--- src/hw/rtl/lbp_pkg.sv ---
// ============================================================================
// lbp_pkg: shared types and constants of the LED breathing PWM controller
// Transfer payloads, register indexes, mode codes and the handshake structs
// of the serial divide and multiply units.
// ============================================================================
`timescale 1ns / 1ps
`default_nettype none

package lbp_pkg;

   // channel count and field widths
   localparam int CHANNELS   = 3;
   localparam int PWM_W      = 17;
   localparam int BREATH_W   = 16;
   localparam int DUTY_W     = 7;
   localparam int MODE_W     = 3;
   localparam int TIME_W     = 32;
   localparam int INTERVAL_W = 8;
   localparam int CSR_IDX_W  = 3;
   localparam int CSR_DATA_W = 17;

   // serial divider: 32-bit dividend, 16-bit divisor
   localparam int DIV_N_W = 32;
   localparam int DIV_D_W = 16;

   // serial multiplier: 17-bit multiplicand, 33-bit multiplier
   localparam int MUL_A_W = 17;
   localparam int MUL_B_W = 33;
   localparam int MUL_P_W = MUL_A_W + MUL_B_W;

   // register indexes
   localparam logic [CSR_IDX_W-1:0] CSR_PWM_PERIOD    = 3'd0;
   localparam logic [CSR_IDX_W-1:0] CSR_BREATH_PERIOD = 3'd1;
   localparam logic [CSR_IDX_W-1:0] CSR_OFFSET_CH0    = 3'd2;
   localparam logic [CSR_IDX_W-1:0] CSR_OFFSET_CH1    = 3'd3;
   localparam logic [CSR_IDX_W-1:0] CSR_OFFSET_CH2    = 3'd4;
   localparam logic [CSR_IDX_W-1:0] CSR_INVERT_MASK   = 3'd5;
   localparam logic [CSR_IDX_W-1:0] CSR_INTERVAL      = 3'd6;

   // register reset values
   localparam logic [PWM_W-1:0]      RST_PWM_PERIOD    = 17'd1000;
   localparam logic [BREATH_W-1:0]   RST_BREATH_PERIOD = 16'd3000;
   localparam logic [BREATH_W-1:0]   RST_OFFSET_CH0    = 16'd0;
   localparam logic [BREATH_W-1:0]   RST_OFFSET_CH1    = 16'd1000;
   localparam logic [BREATH_W-1:0]   RST_OFFSET_CH2    = 16'd2000;
   localparam logic [CHANNELS-1:0]   RST_INVERT_MASK   = 3'd0;
   localparam logic [INTERVAL_W-1:0] RST_INTERVAL      = 8'd10;

   // operations
   localparam logic OP_TICK = 1'b0;
   localparam logic OP_MODE = 1'b1;

   // breathing modes
   localparam logic [MODE_W-1:0] MODE_OFF   = 3'd0;
   localparam logic [MODE_W-1:0] MODE_BLUE  = 3'd1;
   localparam logic [MODE_W-1:0] MODE_GREEN = 3'd2;
   localparam logic [MODE_W-1:0] MODE_RED   = 3'd3;
   localparam logic [MODE_W-1:0] MODE_FULL  = 3'd4;

   // scale factor for duty percent
   localparam logic [MUL_A_W-1:0] PCT_SCALE = 17'd100;
   // progress full scale, 1.0 in Q1.16
   localparam logic [MUL_A_W-1:0] PROG_ONE  = 17'h10000;

   typedef struct packed {
      logic              operation;
      logic [TIME_W-1:0] now_ms;
   } req_type;

   typedef struct packed {
      logic [PWM_W-1:0]  compare_ch0;
      logic [PWM_W-1:0]  compare_ch1;
      logic [PWM_W-1:0]  compare_ch2;
      logic [DUTY_W-1:0] duty_pct_ch0;
      logic [DUTY_W-1:0] duty_pct_ch1;
      logic [DUTY_W-1:0] duty_pct_ch2;
      logic [MODE_W-1:0] mode;
      logic              updated;
   } rsp_type;

   typedef struct packed {
      logic               start;
      logic [DIV_N_W-1:0] dividend;
      logic [DIV_D_W-1:0] divisor;
   } div_cmd_type;

   typedef struct packed {
      logic               done;
      logic [DIV_N_W-1:0] quotient;
      logic [DIV_D_W-1:0] remainder;
   } div_res_type;

   typedef struct packed {
      logic               start;
      logic [MUL_A_W-1:0] multiplicand;
      logic [MUL_B_W-1:0] multiplier;
   } mul_cmd_type;

   typedef struct packed {
      logic               done;
      logic [MUL_P_W-1:0] product;
   } mul_res_type;

   // mode sequence off, blue, green, red, full, off
   function automatic logic [MODE_W-1:0] mode_next(input logic [MODE_W-1:0] m);
      logic [MODE_W-1:0] n;
      unique case (m)
         MODE_OFF:   n = MODE_BLUE;
         MODE_BLUE:  n = MODE_GREEN;
         MODE_GREEN: n = MODE_RED;
         MODE_RED:   n = MODE_FULL;
         MODE_FULL:  n = MODE_OFF;
         default:    n = MODE_BLUE;
      endcase
      return n;
   endfunction

   // channels lit in each mode
   function automatic logic [CHANNELS-1:0] mode_enables(input logic [MODE_W-1:0] m);
      logic [CHANNELS-1:0] e;
      unique case (m)
         MODE_BLUE:  e = 3'b001;
         MODE_GREEN: e = 3'b010;
         MODE_RED:   e = 3'b100;
         MODE_FULL:  e = 3'b111;
         default:    e = 3'b000;
      endcase
      return e;
   endfunction

endpackage

`default_nettype wire

--- src/hw/rtl/lbp_div.sv ---
// ============================================================================
// lbp_div: bit-serial restoring divider
// One quotient bit per cycle, 32 steps; quotient and remainder stay in their
// registers after the one-cycle done pulse.
// ============================================================================
`timescale 1ns / 1ps
`default_nettype none

module lbp_div (
   input  logic                 clock,
   input  logic                 reset,
   input  lbp_pkg::div_cmd_type cmd,
   output lbp_pkg::div_res_type res
);
   import lbp_pkg::*;

   localparam int CNT_W = $clog2(DIV_N_W);
   localparam logic [CNT_W-1:0] CNT_LAST = CNT_W'(DIV_N_W - 1);

   logic               busy_ff, busy_in;
   logic               done_ff, done_in;
   logic [CNT_W-1:0]   cnt_ff, cnt_in;
   logic [DIV_N_W-1:0] dvd_ff, dvd_in;
   logic [DIV_D_W-1:0] dsr_ff, dsr_in;
   logic [DIV_D_W-1:0] rem_ff, rem_in;
   logic [DIV_D_W:0]   cand;
   logic [DIV_D_W:0]   diff;
   logic               fits;

   // one restoring step: shift in next dividend bit, subtract when it fits
   always_comb begin
      cand    = {rem_ff, dvd_ff[DIV_N_W-1]};
      diff    = cand - {1'b0, dsr_ff};
      fits    = cand >= {1'b0, dsr_ff};
      busy_in = busy_ff;
      done_in = 1'b0;
      cnt_in  = cnt_ff;
      dvd_in  = dvd_ff;
      dsr_in  = dsr_ff;
      rem_in  = rem_ff;
      if (cmd.start) begin
         busy_in = 1'b1;
         cnt_in  = '0;
         dvd_in  = cmd.dividend;
         dsr_in  = cmd.divisor;
         rem_in  = '0;
      end else if (busy_ff) begin
         rem_in = fits ? diff[DIV_D_W-1:0] : cand[DIV_D_W-1:0];
         dvd_in = {dvd_ff[DIV_N_W-2:0], fits};
         cnt_in = cnt_ff + CNT_W'(1);
         if (cnt_ff == CNT_LAST) begin
            busy_in = 1'b0;
            done_in = 1'b1;
         end
      end
   end

   // control
   always_ff @(posedge clock) begin
      if (reset) begin
         busy_ff <= 1'b0;
         done_ff <= 1'b0;
         cnt_ff  <= '0;
      end else begin
         busy_ff <= busy_in;
         done_ff <= done_in;
         cnt_ff  <= cnt_in;
      end
   end

   // datapath
   always_ff @(posedge clock) begin
      dvd_ff <= dvd_in;
      dsr_ff <= dsr_in;
      rem_ff <= rem_in;
   end

   assign res.done      = done_ff;
   assign res.quotient  = dvd_ff;
   assign res.remainder = rem_ff;

`ifndef SYNTHESIS
   // done is a single-cycle pulse
   a_done_pulse: assert property (@(posedge clock) disable iff (reset)
      done_ff |=> !done_ff)
      else $error("divider done held for more than one cycle");

   // remainder below the divisor when the result is offered
   a_rem_range: assert property (@(posedge clock) disable iff (reset)
      (done_ff && dsr_ff != '0) |-> (rem_ff < dsr_ff))
      else $error("divider remainder not below divisor");
`endif

endmodule

`default_nettype wire

--- src/hw/rtl/lbp_mul.sv ---
// ============================================================================
// lbp_mul: bit-serial shift-add multiplier
// Takes one multiplier bit per cycle, 33 steps, with a 17-bit adder; the full
// 50-bit product stays in its registers after the one-cycle done pulse.
// ============================================================================
`timescale 1ns / 1ps
`default_nettype none

module lbp_mul (
   input  logic                 clock,
   input  logic                 reset,
   input  lbp_pkg::mul_cmd_type cmd,
   output lbp_pkg::mul_res_type res
);
   import lbp_pkg::*;

   localparam int CNT_W = $clog2(MUL_B_W);
   localparam logic [CNT_W-1:0] CNT_LAST = CNT_W'(MUL_B_W - 1);

   logic               busy_ff, busy_in;
   logic               done_ff, done_in;
   logic [CNT_W-1:0]   cnt_ff, cnt_in;
   logic [MUL_A_W-1:0] mcand_ff, mcand_in;
   logic [MUL_B_W-1:0] mplier_ff, mplier_in;
   logic [MUL_A_W-1:0] hi_ff, hi_in;
   logic [MUL_B_W-1:0] lo_ff, lo_in;
   logic [MUL_A_W:0]   sum;

   // one step: add multiplicand on a set bit, shift the partial product right
   always_comb begin
      sum       = {1'b0, hi_ff} + (mplier_ff[0] ? {1'b0, mcand_ff} : '0);
      busy_in   = busy_ff;
      done_in   = 1'b0;
      cnt_in    = cnt_ff;
      mcand_in  = mcand_ff;
      mplier_in = mplier_ff;
      hi_in     = hi_ff;
      lo_in     = lo_ff;
      if (cmd.start) begin
         busy_in   = 1'b1;
         cnt_in    = '0;
         mcand_in  = cmd.multiplicand;
         mplier_in = cmd.multiplier;
         hi_in     = '0;
         lo_in     = '0;
      end else if (busy_ff) begin
         hi_in     = sum[MUL_A_W:1];
         lo_in     = {sum[0], lo_ff[MUL_B_W-1:1]};
         mplier_in = {1'b0, mplier_ff[MUL_B_W-1:1]};
         cnt_in    = cnt_ff + CNT_W'(1);
         if (cnt_ff == CNT_LAST) begin
            busy_in = 1'b0;
            done_in = 1'b1;
         end
      end
   end

   // control
   always_ff @(posedge clock) begin
      if (reset) begin
         busy_ff <= 1'b0;
         done_ff <= 1'b0;
         cnt_ff  <= '0;
      end else begin
         busy_ff <= busy_in;
         done_ff <= done_in;
         cnt_ff  <= cnt_in;
      end
   end

   // datapath
   always_ff @(posedge clock) begin
      mcand_ff  <= mcand_in;
      mplier_ff <= mplier_in;
      hi_ff     <= hi_in;
      lo_ff     <= lo_in;
   end

   assign res.done    = done_ff;
   assign res.product = {hi_ff, lo_ff};

endmodule

`default_nettype wire

--- src/hw/rtl/led_breathing_pwm_controller.sv ---
// ============================================================================
// led_breathing_pwm_controller: three-channel LED breathing controller
// Turns millisecond ticks and mode presses into PWM compare values and duty
// percentages for blue, green and red channels.
// ============================================================================
// Usage:
//  - req channel (valid/ready) carries one item: a tick with now_ms, or a
//    mode press. rsp channel returns exactly one result per item, holding
//    the three compare values, duty percents, current mode and an updated flag.
//  - csr port writes one register per cycle with csr_wr_en; write only while
//    the block is idle. There is no read-back.
//  - One item at a time. A mode press passes the mode step and a tick the
//    interval check before the hand-off; a tick that updates first runs each
//    lit channel through two 32-step passes of the bit-serial divider (phase
//    modulo, progress; the progress pass is skipped for a breathing period of
//    one) and three 33-step passes of the bit-serial multiplier (square,
//    pulse, percent). A zero breathing period leaves every channel as it is.
//  - The result sits in an output register; a new item is taken while it
//    waits, and only the hand-off of the next result stalls on rsp_ready.
//  - Synchronous reset returns registers to defaults, mode to off, all
//    compare and duty values and the time keeping to zero.
// ============================================================================
`timescale 1ns / 1ps
`default_nettype none

module led_breathing_pwm_controller (
   input  logic                                  clock,
   input  logic                                  reset,
   // item channel
   input  logic                                  req_valid,
   output logic                                  req_ready,
   input  lbp_pkg::req_type                      req_data,
   // result channel
   output logic                                  rsp_valid,
   input  logic                                  rsp_ready,
   output lbp_pkg::rsp_type                      rsp_data,
   // register write port
   input  logic                                  csr_wr_en,
   input  logic [lbp_pkg::CSR_IDX_W-1:0]         csr_index,
   input  logic [lbp_pkg::CSR_DATA_W-1:0]        csr_wdata
);
   import lbp_pkg::*;

   localparam int CH_W = $clog2(CHANNELS);
   localparam logic [CH_W-1:0] CH_LAST = CH_W'(CHANNELS - 1);

   typedef enum logic [9:0] {
      S_IDLE       = 10'b0000000001,
      S_MODE       = 10'b0000000010,
      S_CHECK      = 10'b0000000100,
      S_CH_SEL     = 10'b0000001000,
      S_MOD_WAIT   = 10'b0000010000,
      S_DIV_WAIT   = 10'b0000100000,
      S_SQ_WAIT    = 10'b0001000000,
      S_PULSE_WAIT = 10'b0010000000,
      S_DUTY_WAIT  = 10'b0100000000,
      S_DONE       = 10'b1000000000
   } state_type;

   // registers
   logic [PWM_W-1:0]      pwm_period_ff;
   logic [BREATH_W-1:0]   breath_period_ff;
   logic [BREATH_W-1:0]   offset_ff [CHANNELS];
   logic [CHANNELS-1:0]   invert_ff;
   logic [INTERVAL_W-1:0] interval_ff;

   // control and state
   state_type             state_ff, state_in;
   logic [TIME_W-1:0]     last_update_ff, last_update_in;
   logic [TIME_W-1:0]     elapsed_ff, elapsed_in;
   logic [MODE_W-1:0]     mode_ff, mode_in;
   logic [PWM_W-1:0]      compare_ff [CHANNELS];
   logic [PWM_W-1:0]      compare_in [CHANNELS];
   logic [DUTY_W-1:0]     duty_ff [CHANNELS];
   logic [DUTY_W-1:0]     duty_in [CHANNELS];
   logic [CH_W-1:0]       ch_ff, ch_in;
   logic                  rsp_valid_ff, rsp_valid_in;

   // per-item payload
   logic [TIME_W-1:0]     now_ff, now_in;
   logic [TIME_W-1:0]     dt_ff, dt_in;
   logic [PWM_W-1:0]      before_ff [CHANNELS];
   logic [PWM_W-1:0]      before_in [CHANNELS];
   logic                  rising_ff, rising_in;
   logic [MUL_B_W-1:0]    sq_ff, sq_in;
   logic [PWM_W-1:0]      pulse_ff, pulse_in;
   rsp_type               rsp_ff, rsp_in;

   // serial units
   div_cmd_type           div_cmd;
   div_res_type           div_res;
   mul_cmd_type           mul_cmd;
   mul_res_type           mul_res;

   // combinational helpers
   logic [MODE_W-1:0]     nxt_mode;
   logic [CHANNELS-1:0]   nxt_en;
   logic [CHANNELS-1:0]   cur_en;
   logic [BREATH_W-2:0]   half;
   logic [BREATH_W-1:0]   phase;
   logic                  phase_rising;
   logic [BREATH_W-1:0]   prog_num;
   logic [MUL_A_W-1:0]    prog;
   logic [MUL_A_W-1:0]    level;
   logic [9:0]            pct_rnd;
   logic [PWM_W-1:0]      inv_pulse;
   logic                  changed;

   lbp_div u_div (
      .clock (clock),
      .reset (reset),
      .cmd   (div_cmd),
      .res   (div_res)
   );

   lbp_mul u_mul (
      .clock (clock),
      .reset (reset),
      .cmd   (mul_cmd),
      .res   (mul_res)
   );

   // register writes
   always_ff @(posedge clock) begin
      if (reset) begin
         pwm_period_ff    <= RST_PWM_PERIOD;
         breath_period_ff <= RST_BREATH_PERIOD;
         offset_ff[0]     <= RST_OFFSET_CH0;
         offset_ff[1]     <= RST_OFFSET_CH1;
         offset_ff[2]     <= RST_OFFSET_CH2;
         invert_ff        <= RST_INVERT_MASK;
         interval_ff      <= RST_INTERVAL;
      end else if (csr_wr_en) begin
         unique case (csr_index)
            CSR_PWM_PERIOD:    pwm_period_ff    <= csr_wdata;
            CSR_BREATH_PERIOD: breath_period_ff <= csr_wdata[BREATH_W-1:0];
            CSR_OFFSET_CH0:    offset_ff[0]     <= csr_wdata[BREATH_W-1:0];
            CSR_OFFSET_CH1:    offset_ff[1]     <= csr_wdata[BREATH_W-1:0];
            CSR_OFFSET_CH2:    offset_ff[2]     <= csr_wdata[BREATH_W-1:0];
            CSR_INVERT_MASK:   invert_ff        <= csr_wdata[CHANNELS-1:0];
            CSR_INTERVAL:      interval_ff      <= csr_wdata[INTERVAL_W-1:0];
            default: ;
         endcase
      end
   end

   // phase, progress and output shaping
   always_comb begin
      nxt_mode     = mode_next(mode_ff);
      nxt_en       = mode_enables(nxt_mode);
      cur_en       = mode_enables(mode_ff);
      half         = breath_period_ff[BREATH_W-1:1];
      phase        = div_res.remainder;
      phase_rising = phase < {1'b0, half};
      prog_num     = phase_rising ? phase : phase - {1'b0, half};
      prog         = div_res.quotient[MUL_A_W-1:0];
      level        = rising_ff ? prog : PROG_ONE - prog;
      // round half up: (s * 100 + 2^31) >> 32
      pct_rnd      = {1'b0, mul_res.product[39:31]} + 10'd1;
      inv_pulse    = (pwm_period_ff > pulse_ff) ? pwm_period_ff - pulse_ff : '0;
      changed      = 1'b0;
      for (int c = 0; c < CHANNELS; c++) begin
         if (compare_ff[c] != before_ff[c]) begin
            changed = 1'b1;
         end
      end
   end

   // sequencer
   always_comb begin
      state_in       = state_ff;
      last_update_in = last_update_ff;
      elapsed_in     = elapsed_ff;
      mode_in        = mode_ff;
      compare_in     = compare_ff;
      duty_in        = duty_ff;
      ch_in          = ch_ff;
      now_in         = now_ff;
      dt_in          = dt_ff;
      before_in      = before_ff;
      rising_in      = rising_ff;
      sq_in          = sq_ff;
      pulse_in       = pulse_ff;
      rsp_in         = rsp_ff;
      rsp_valid_in   = rsp_valid_ff && !rsp_ready;
      div_cmd        = '0;
      mul_cmd        = '0;

      unique case (state_ff)
         S_IDLE: begin
            if (req_valid) begin
               now_in    = req_data.now_ms;
               dt_in     = req_data.now_ms - last_update_ff;
               before_in = compare_ff;
               state_in  = (req_data.operation == OP_MODE) ? S_MODE : S_CHECK;
            end
         end

         // step the mode, park channels that the new mode leaves dark
         S_MODE: begin
            mode_in = nxt_mode;
            for (int c = 0; c < CHANNELS; c++) begin
               if (!nxt_en[c]) begin
                  compare_in[c] = invert_ff[c] ? pwm_period_ff : '0;
                  duty_in[c]    = '0;
               end
            end
            state_in = S_DONE;
         end

         // update only once the interval has passed
         S_CHECK: begin
            if (dt_ff >= {{(TIME_W-INTERVAL_W){1'b0}}, interval_ff}) begin
               last_update_in = now_ff;
               elapsed_in     = elapsed_ff + dt_ff;
               ch_in          = '0;
               state_in       = S_CH_SEL;
            end else begin
               state_in = S_DONE;
            end
         end

         // phase = (elapsed + offset) mod breathing period
         S_CH_SEL: begin
            if (cur_en[ch_ff] && breath_period_ff != '0) begin
               div_cmd.start    = 1'b1;
               div_cmd.dividend = elapsed_ff + {{(TIME_W-BREATH_W){1'b0}}, offset_ff[ch_ff]};
               div_cmd.divisor  = breath_period_ff;
               state_in         = S_MOD_WAIT;
            end else if (ch_ff == CH_LAST) begin
               state_in = S_DONE;
            end else begin
               ch_in = ch_ff + CH_W'(1);
            end
         end

         // progress = (x << 16) / half; a period of one gives level zero
         S_MOD_WAIT: begin
            if (div_res.done) begin
               rising_in = phase_rising;
               if (half == '0) begin
                  mul_cmd.start = 1'b1;
                  state_in      = S_SQ_WAIT;
               end else begin
                  div_cmd.start    = 1'b1;
                  div_cmd.dividend = {prog_num, {(DIV_N_W-BREATH_W){1'b0}}};
                  div_cmd.divisor  = {1'b0, half};
                  state_in         = S_DIV_WAIT;
               end
            end
         end

         // square the triangle level
         S_DIV_WAIT: begin
            if (div_res.done) begin
               mul_cmd.start        = 1'b1;
               mul_cmd.multiplicand = level;
               mul_cmd.multiplier   = {{(MUL_B_W-MUL_A_W){1'b0}}, level};
               state_in             = S_SQ_WAIT;
            end
         end

         // pulse = period * s >> 32
         S_SQ_WAIT: begin
            if (mul_res.done) begin
               sq_in                = mul_res.product[MUL_B_W-1:0];
               mul_cmd.start        = 1'b1;
               mul_cmd.multiplicand = pwm_period_ff;
               mul_cmd.multiplier   = mul_res.product[MUL_B_W-1:0];
               state_in             = S_PULSE_WAIT;
            end
         end

         // duty percent from s * 100
         S_PULSE_WAIT: begin
            if (mul_res.done) begin
               pulse_in             = mul_res.product[48:32];
               mul_cmd.start        = 1'b1;
               mul_cmd.multiplicand = PCT_SCALE;
               mul_cmd.multiplier   = sq_ff;
               state_in             = S_DUTY_WAIT;
            end
         end

         // store channel results, move on
         S_DUTY_WAIT: begin
            if (mul_res.done) begin
               duty_in[ch_ff]    = pct_rnd[DUTY_W:1];
               compare_in[ch_ff] = invert_ff[ch_ff] ? inv_pulse : pulse_ff;
               if (ch_ff == CH_LAST) begin
                  state_in = S_DONE;
               end else begin
                  ch_in    = ch_ff + CH_W'(1);
                  state_in = S_CH_SEL;
               end
            end
         end

         // hand the result to the output register once it is free
         S_DONE: begin
            if (!rsp_valid_ff || rsp_ready) begin
               rsp_in.compare_ch0  = compare_ff[0];
               rsp_in.compare_ch1  = compare_ff[1];
               rsp_in.compare_ch2  = compare_ff[2];
               rsp_in.duty_pct_ch0 = duty_ff[0];
               rsp_in.duty_pct_ch1 = duty_ff[1];
               rsp_in.duty_pct_ch2 = duty_ff[2];
               rsp_in.mode         = mode_ff;
               rsp_in.updated      = changed;
               rsp_valid_in        = 1'b1;
               state_in            = S_IDLE;
            end
         end

         default: state_in = S_IDLE;
      endcase
   end

   // control state
   always_ff @(posedge clock) begin
      if (reset) begin
         state_ff       <= S_IDLE;
         last_update_ff <= '0;
         elapsed_ff     <= '0;
         mode_ff        <= MODE_OFF;
         ch_ff          <= '0;
         rsp_valid_ff   <= 1'b0;
         for (int c = 0; c < CHANNELS; c++) begin
            compare_ff[c] <= '0;
            duty_ff[c]    <= '0;
         end
      end else begin
         state_ff       <= state_in;
         last_update_ff <= last_update_in;
         elapsed_ff     <= elapsed_in;
         mode_ff        <= mode_in;
         ch_ff          <= ch_in;
         rsp_valid_ff   <= rsp_valid_in;
         compare_ff     <= compare_in;
         duty_ff        <= duty_in;
      end
   end

   // payload
   always_ff @(posedge clock) begin
      now_ff    <= now_in;
      dt_ff     <= dt_in;
      before_ff <= before_in;
      rising_ff <= rising_in;
      sq_ff     <= sq_in;
      pulse_ff  <= pulse_in;
      rsp_ff    <= rsp_in;
   end

   assign req_ready = (state_ff == S_IDLE);
   assign rsp_valid = rsp_valid_ff;
   assign rsp_data  = rsp_ff;

`ifndef SYNTHESIS
   // a tick transfer goes to the interval check
   a_tick_check: assert property (@(posedge clock) disable iff (reset)
      (req_valid && req_ready && req_data.operation == OP_TICK) |=> (state_ff == S_CHECK))
      else $error("tick transfer did not reach interval check");

   // a press transfer goes to the mode step
   a_press_mode: assert property (@(posedge clock) disable iff (reset)
      (req_valid && req_ready && req_data.operation == OP_MODE) |=> (state_ff == S_MODE))
      else $error("press transfer did not reach mode step");

   // duty percentages never exceed 100
   a_duty_range: assert property (@(posedge clock) disable iff (reset)
      (duty_ff[0] <= 7'd100) && (duty_ff[1] <= 7'd100) && (duty_ff[2] <= 7'd100))
      else $error("duty percent out of range");

   // a finished item lands in the output register and the block goes idle
   a_done_handoff: assert property (@(posedge clock) disable iff (reset)
      (state_ff == S_DONE && (!rsp_valid_ff || rsp_ready)) |=>
      (rsp_valid_ff && state_ff == S_IDLE))
      else $error("result hand-off failed");
`endif

endmodule

`default_nettype wire

--- config.mk ---
export PLATFORM = sky130hd
export DESIGN_NAME = led_breathing_pwm_controller
export DESIGN_NICKNAME = d
export VERILOG_FILES = /design/src/hw/rtl/lbp_pkg.sv /design/src/hw/rtl/lbp_div.sv /design/src/hw/rtl/lbp_mul.sv /design/src/hw/rtl/led_breathing_pwm_controller.sv
export SDC_FILE = /design/constraint.sdc
export NUM_CORES = 1
export LEC_CHECK = 0
export ABC_AREA = 1
export BUFFER_PORTS_ARGS = -buffer_cell sky130_fd_sc_hd__buf_2
export CAP_MARGIN = 10
export CORE_ASPECT_RATIO = 1.25
export CORE_MARGIN = 2
export CORE_UTILIZATION = 50
export DETAILED_ROUTE_END_ITERATION = 12
export PLACE_DENSITY = 0.66
export SYNTH_ARGS = -nofsm -noshare
export SYNTH_HDL_FRONTEND = slang
export SYNTH_HIERARCHICAL = 1
export SYNTH_SLANG_ARGS = --single-unit
--- constraint.sdc ---
create_clock -name clock -period 13.2 [get_ports clock]
set_clock_uncertainty 0.1 [all_clocks]
set_input_delay 1.32 -clock clock [delete_from_list [all_inputs] [get_ports clock]]
set_output_delay 1.32 -clock clock [all_outputs]
set_load 0.02 [all_outputs]
Yosys cells after proc, flatten, opt, wreduce, memory -nomap -nowiden
Memory sizes are Yosys's and may differ from the RTL's. A register that Yosys moved wholly into a read port is not among the register bits.
Cells that the tools add are included.

storage, ports and cells
  memories = 1
  latch bits = 0
  memory bits (read-only) = 0
  RAM bits = 48
  bits in registers = 617

memory list
  name       depth  bits a word  rd ports  clocked after memory_dff  write ports  line                                RTL
  offset_ff  3      16           1         1                         3            led_breathing_pwm_controller.sv:63  logic [BREATH_W-1:0] offset_ff [CHANNELS];

cells by class
  shift operators = 0
  equal/unequal tests = 43
  multiply operators = 0
  multiplexer cells = 96
  divide/modulo/power cells = 0
  magnitude comparators = 7
  add/subtract/negate cells = 12
  bitwise logic cells = 6
  reductions and logical operators = 33

operators by type and width
  operator                                     count
  two-way mux 51 bit                           4
  two-way mux 17 bit                           11
  one-hot mux 50 bit (3 select lines)          1
  two-way mux 49 bit                           3
  two-way mux 10 bit                           11
  one-hot mux 51 bit (2 select lines)          1
  one-hot mux 10 bit (10 select lines)         1
  one-hot mux 49 bit (2 select lines)          1
  two-way mux 16 bit                           5
  two-way mux 33 bit                           2
  two-way mux 32 bit                           2
  bitwise mux 51 bit                           1
  inequality test 17 bit                       3
  one-hot mux 21 bit (2 select lines)          1
  one-hot mux 3 bit (4 select lines)           3
  two-way mux 7 bit                            5
  demux 17 bit (select 2 bit)                  1
  adder 32 x 16 -> 32 bit                      1
  adder 32 bit                                 1
  greater-or-equal comparator 32 x 8 -> 1 bit  1
  subtractor 32 bit                            1
  two-way mux 1 bit                            29
  bitwise mux 21 bit                           1
  two-way mux 21 bit                           1
  57 further kinds                             106

Longest topological paths before layout
  depth in word-level cells = 9
  mapped depth = 22
  mapped depth without buffers = 21

By module
Netlist, hierarchy kept.

modules (own cells, without submodules)
  module                        cells an instance  area each (um^2)  instances
  led_breathing_pwm_controller  3258               26790.7           1
  lbp_mul                       639                5114.9            1
  lbp_div                       516                4110.2            1

Least setup slack after synthesis
Ideal clock, no wire load.

  path type = in2reg
  start = input req_valid
  end = register before_ff[0] (netlist bit), enable pin
  path buffers = 0
  required time = 12.509 ns
  data arrival time = 6.100 ns
  cell stages on the path = 2
  path slack = 6.410 ns
  setup time = 0.591 ns
  cells stage by stage = inv_1 -> nor2_1

between the ends
  word-level cells in the longest chain between the ends = 1

RTL lines
  what                                  line                                 RTL
  start: declaration                    led_breathing_pwm_controller.sv:30   input logic req_valid,
  AND reduction 2 bit (no source line)  -
  end signal: assignment                led_breathing_pwm_controller.sv:348  before_ff <= before_in;
  end: declaration                      led_breathing_pwm_controller.sv:82   logic [PWM_W-1:0] before_ff [CHANNELS];

No other way between the ends.
A chain may end at the register's enable or synchronous reset.

==> impl_results.md <==
* Area grow syn2layout at 10.8%
* Largest net degree at the start of global routing at between 70 and 80
* Design Area, Final at 39,900 um2
* Post-synth ARST share at 0%
* Core Box Area at between 70,000 and 80,000 um2
* Worst Tran Pin Value at 1.32 ns
* Max IR drop VDD at ~120 uV
* Seq/Total Area, Yosys at a little under half
* Cts hold-fix bufs at 0
* Final Hold Viols at 0
* Drt first pass iters at 6
* Yosys warns at 6
* Hold wc startpoint: duty_ff[2]
* Pre-CTS setup slack at approximately 8 ns
* Iteration-0 DRC Markers at 2,191
* # DRC at 0
* Remaining Overflow, GRT at 0
* Filler Cell Count at a little under 7,000
* Vias at approximately 30,000
* Setup ws final at approximately 8.2 ns
* RSZ-0062 raised after global routing: false
* Root buf cell: clkbuf_16
* Post-Synthesis Cells at approximately 4,400
* Final setup fails at 0
* Clock Pin Slew Worst Setup and Hold Paths at ~0.060 ns
* Nets at ~4,700
* Initial Utilization at roughly 50%
* Post-route ant nets at 0
* Vias in the first global route at around 28,000
* Io pins at about 140
* IO Port Bufs at around 140
* Post-route setup TNS at 0 ns
* Fmax at 201 MHz
* Die Ht at between 300 and 400 um
* Commonest non-fill, non-tap cell in the layout: nand2_1
* DR WL/cell at between 15 and 20 um
* Synthesized area at 36,000 um2
* CTS tree: yes
* GRT Total Usage at approximately 28%
* Clock Path Buffers at 3
* Post-cts gate resize count at 0
* Period utilization at 37.6%
* Final-report max-slew violation count at 0
* R2r startpoint: state_ff[8]
* Share of layout cells above drive strength 1 at approximately 8.4%
* First-pass GRT wire length at roughly 160,000 um
* Max-cap violation count at 0
* Leakage at 0.0176 uW
* Slew HR at 10.7%
* Clock tree sinks at around 670
* Total Wirelength at roughly 100,000 um
* Status: finished clean
* Synthesis-stage register bit count at around 670
* Hpwl dp at ~80,000 um
* Die area at between 70,000 and 80,000 um2
* PwrDens at around 140 nW/um2
* Arrival time at the worst endpoint at approximately 5 ns
* H-tree depth at 3
* DIE WIDTH at 244 um
* Most frequent cells in the layout: nand2_1 (1,115), inv_1 (549), edfxtp_1 (388)
* CTS buffer count at 69
* Final Util at between 50% and 60%
* Kind of critical path: reg2reg
* GPL Wtd Cong at ~1
* Syn nets at ~4,600
* Worst Setup SP: state_ff[8]
* Setup Buffers After CTS at 0
* HP Class: reg2reg
* Worst Setup End Kind: register
* Number of flops mapped to enable cells by yosys at about 390
* Final Total Pwr at roughly 5500 uW
* Post-synth top flop: edfxtp_1
* Initial antenna violation count at 1
* Worst-Skew Late Latency at between 0.6 and 0.7 ns
* Placed cell areas at between 30,000 and 40,000 um2
* Crit start category: register
* Syn_area_per_cell at about 8.2 um2
* Cell Rows at 110
* DR vias/cell at 5.39
* Post-synthesis cell type count at between 50 and 60
* Worst Path Max Fanout at between 70 and 80
* Post-route minimum period at just under 5 ns
* CP required at between 10 and 15 ns
-- sequential cells by signal, summed over array words and instances, names as in the netlist, 32 cells and up, named ones only --
register / count
before_ff: 51
compare_ff: 51
dt_ff: 32
elapsed_ff: 32
last_update_ff: 32
now_ff: 32
offset_ff: 48
rsp_data: 76
sq_ff: 33
u_div/dvd_ff: 32
u_mul/lo_ff: 33
u_mul/mplier_ff: 33
-- where the power goes --
group	total [uW]	switching, uW	leakage [uW]	internal, uW
sequential	2550	131	0.00574	2420
clock	2040	839	0.00116	1200
combinational	945	638	0.0107	307
total	5540	1610	0.0176	3930
-- routing by layer --
| layer | track usage, % | up-vias | part of all wire [%] |
|---|---|---|---|
| li1 | - | 15000 | - |
| met1 | 32.4 | 13800 | 39 |
| met2 | 49.3 | 828 | 50 |
| met3 | 3.08 | 228 | 4.3 |
| met4 | 15.7 | 0 | 6.0 |
| met5 | 0 | - | 0 |
-- worst max-delay path, cell delays in order (launching register included) --
cell	delay, ns
dfxtp_1	0.34
inv_2	0.09
nand2_2	0.12
nor3_1	0.28
nand2_1	0.20
nor2_4	0.11
buf_4	0.63
inv_1	0.39
nand3_2	0.16
buf_4	0.57
inv_2	0.52
nand2_2	0.31
buf_4	0.61
-- through the flow --
step                hold WS, ns  std cells
finish                    0.326       5529
global route              0.339       5528
CTS                       0.328       5528
detailed placement        0.313       5402
global placement          0.311       5402
floorplan                 0.303       4413
-- area by class of cell --
type,instances,area [um2],share of cell area [%]
diodes,1,2.50,0.00627
clock inverters,34,413,1.03
repair buffers,161,873,2.19
inverters,578,2170,5.44
multi-input cells,3044,16100,40.3
flip-flops and latches,667,17200,43.2
well taps,952,1190,2.98
clock buffers,92,1950,4.88
-- worst paths after layout --
check / to / slack (ns) / depth (start not counted)
min reg2reg: rsp_data[6] / 0.33 / 0
min: rsp_data[6] / 0.33 / 0
max: u_mul/mplier_ff[2] / 8.23 / 12
max reg2reg: u_mul/mplier_ff[2] / 8.23 / 12
-- logic make-up (layout without fill, tap and decap cells) --
group	count (synthesis)	after routing	share of synthesized area [%]
compound gates	830	830	12.7
xor+xnor	125	125	3.04
fa+ha+maj	167	167	5.95
buf+inv	702	865	7.64
flops	667	667	47.9
other cells	0	1	0
simple gates	1922	1922	22.8
-- synth_stat cells, drive strengths merged (2+ instances only) --
cell type | number | area share (%)
and2 | 6 | 0.11
a21oi | 360 | 5.0
nand4 | 49 | 0.87
nor3 | 51 | 0.81
or2 | 17 | 0.30
o221ai | 2 | 0.049
nand3 | 257 | 3.7
nor3b | 2 | 0.073
nor4 | 17 | 0.30
xnor2 | 72 | 1.8
a21o | 21 | 0.44
ha | 160 | 5.6
clkinv | 7 | 0.073
o21ai | 278 | 3.9
fa | 7 | 0.39
clkbuf | 72 | 0.75
nor2 | 359 | 4.0
dfxtp | 279 | 16
a31oi | 29 | 0.50
buf | 52 | 0.86
o211ai | 26 | 0.54
o22ai | 42 | 0.73
a22o | 14 | 0.34
xor2 | 53 | 1.3
a21boi | 7 | 0.15
nand3b | 11 | 0.23
o21a | 6 | 0.13
inv | 571 | 6.0
o21bai | 10 | 0.21
nand2 | 1148 | 12
and3 | 5 | 0.087
edfxtp | 388 | 32
a211oi | 33 | 0.69
Note: power is estimated with default switching activity, not from simulation.
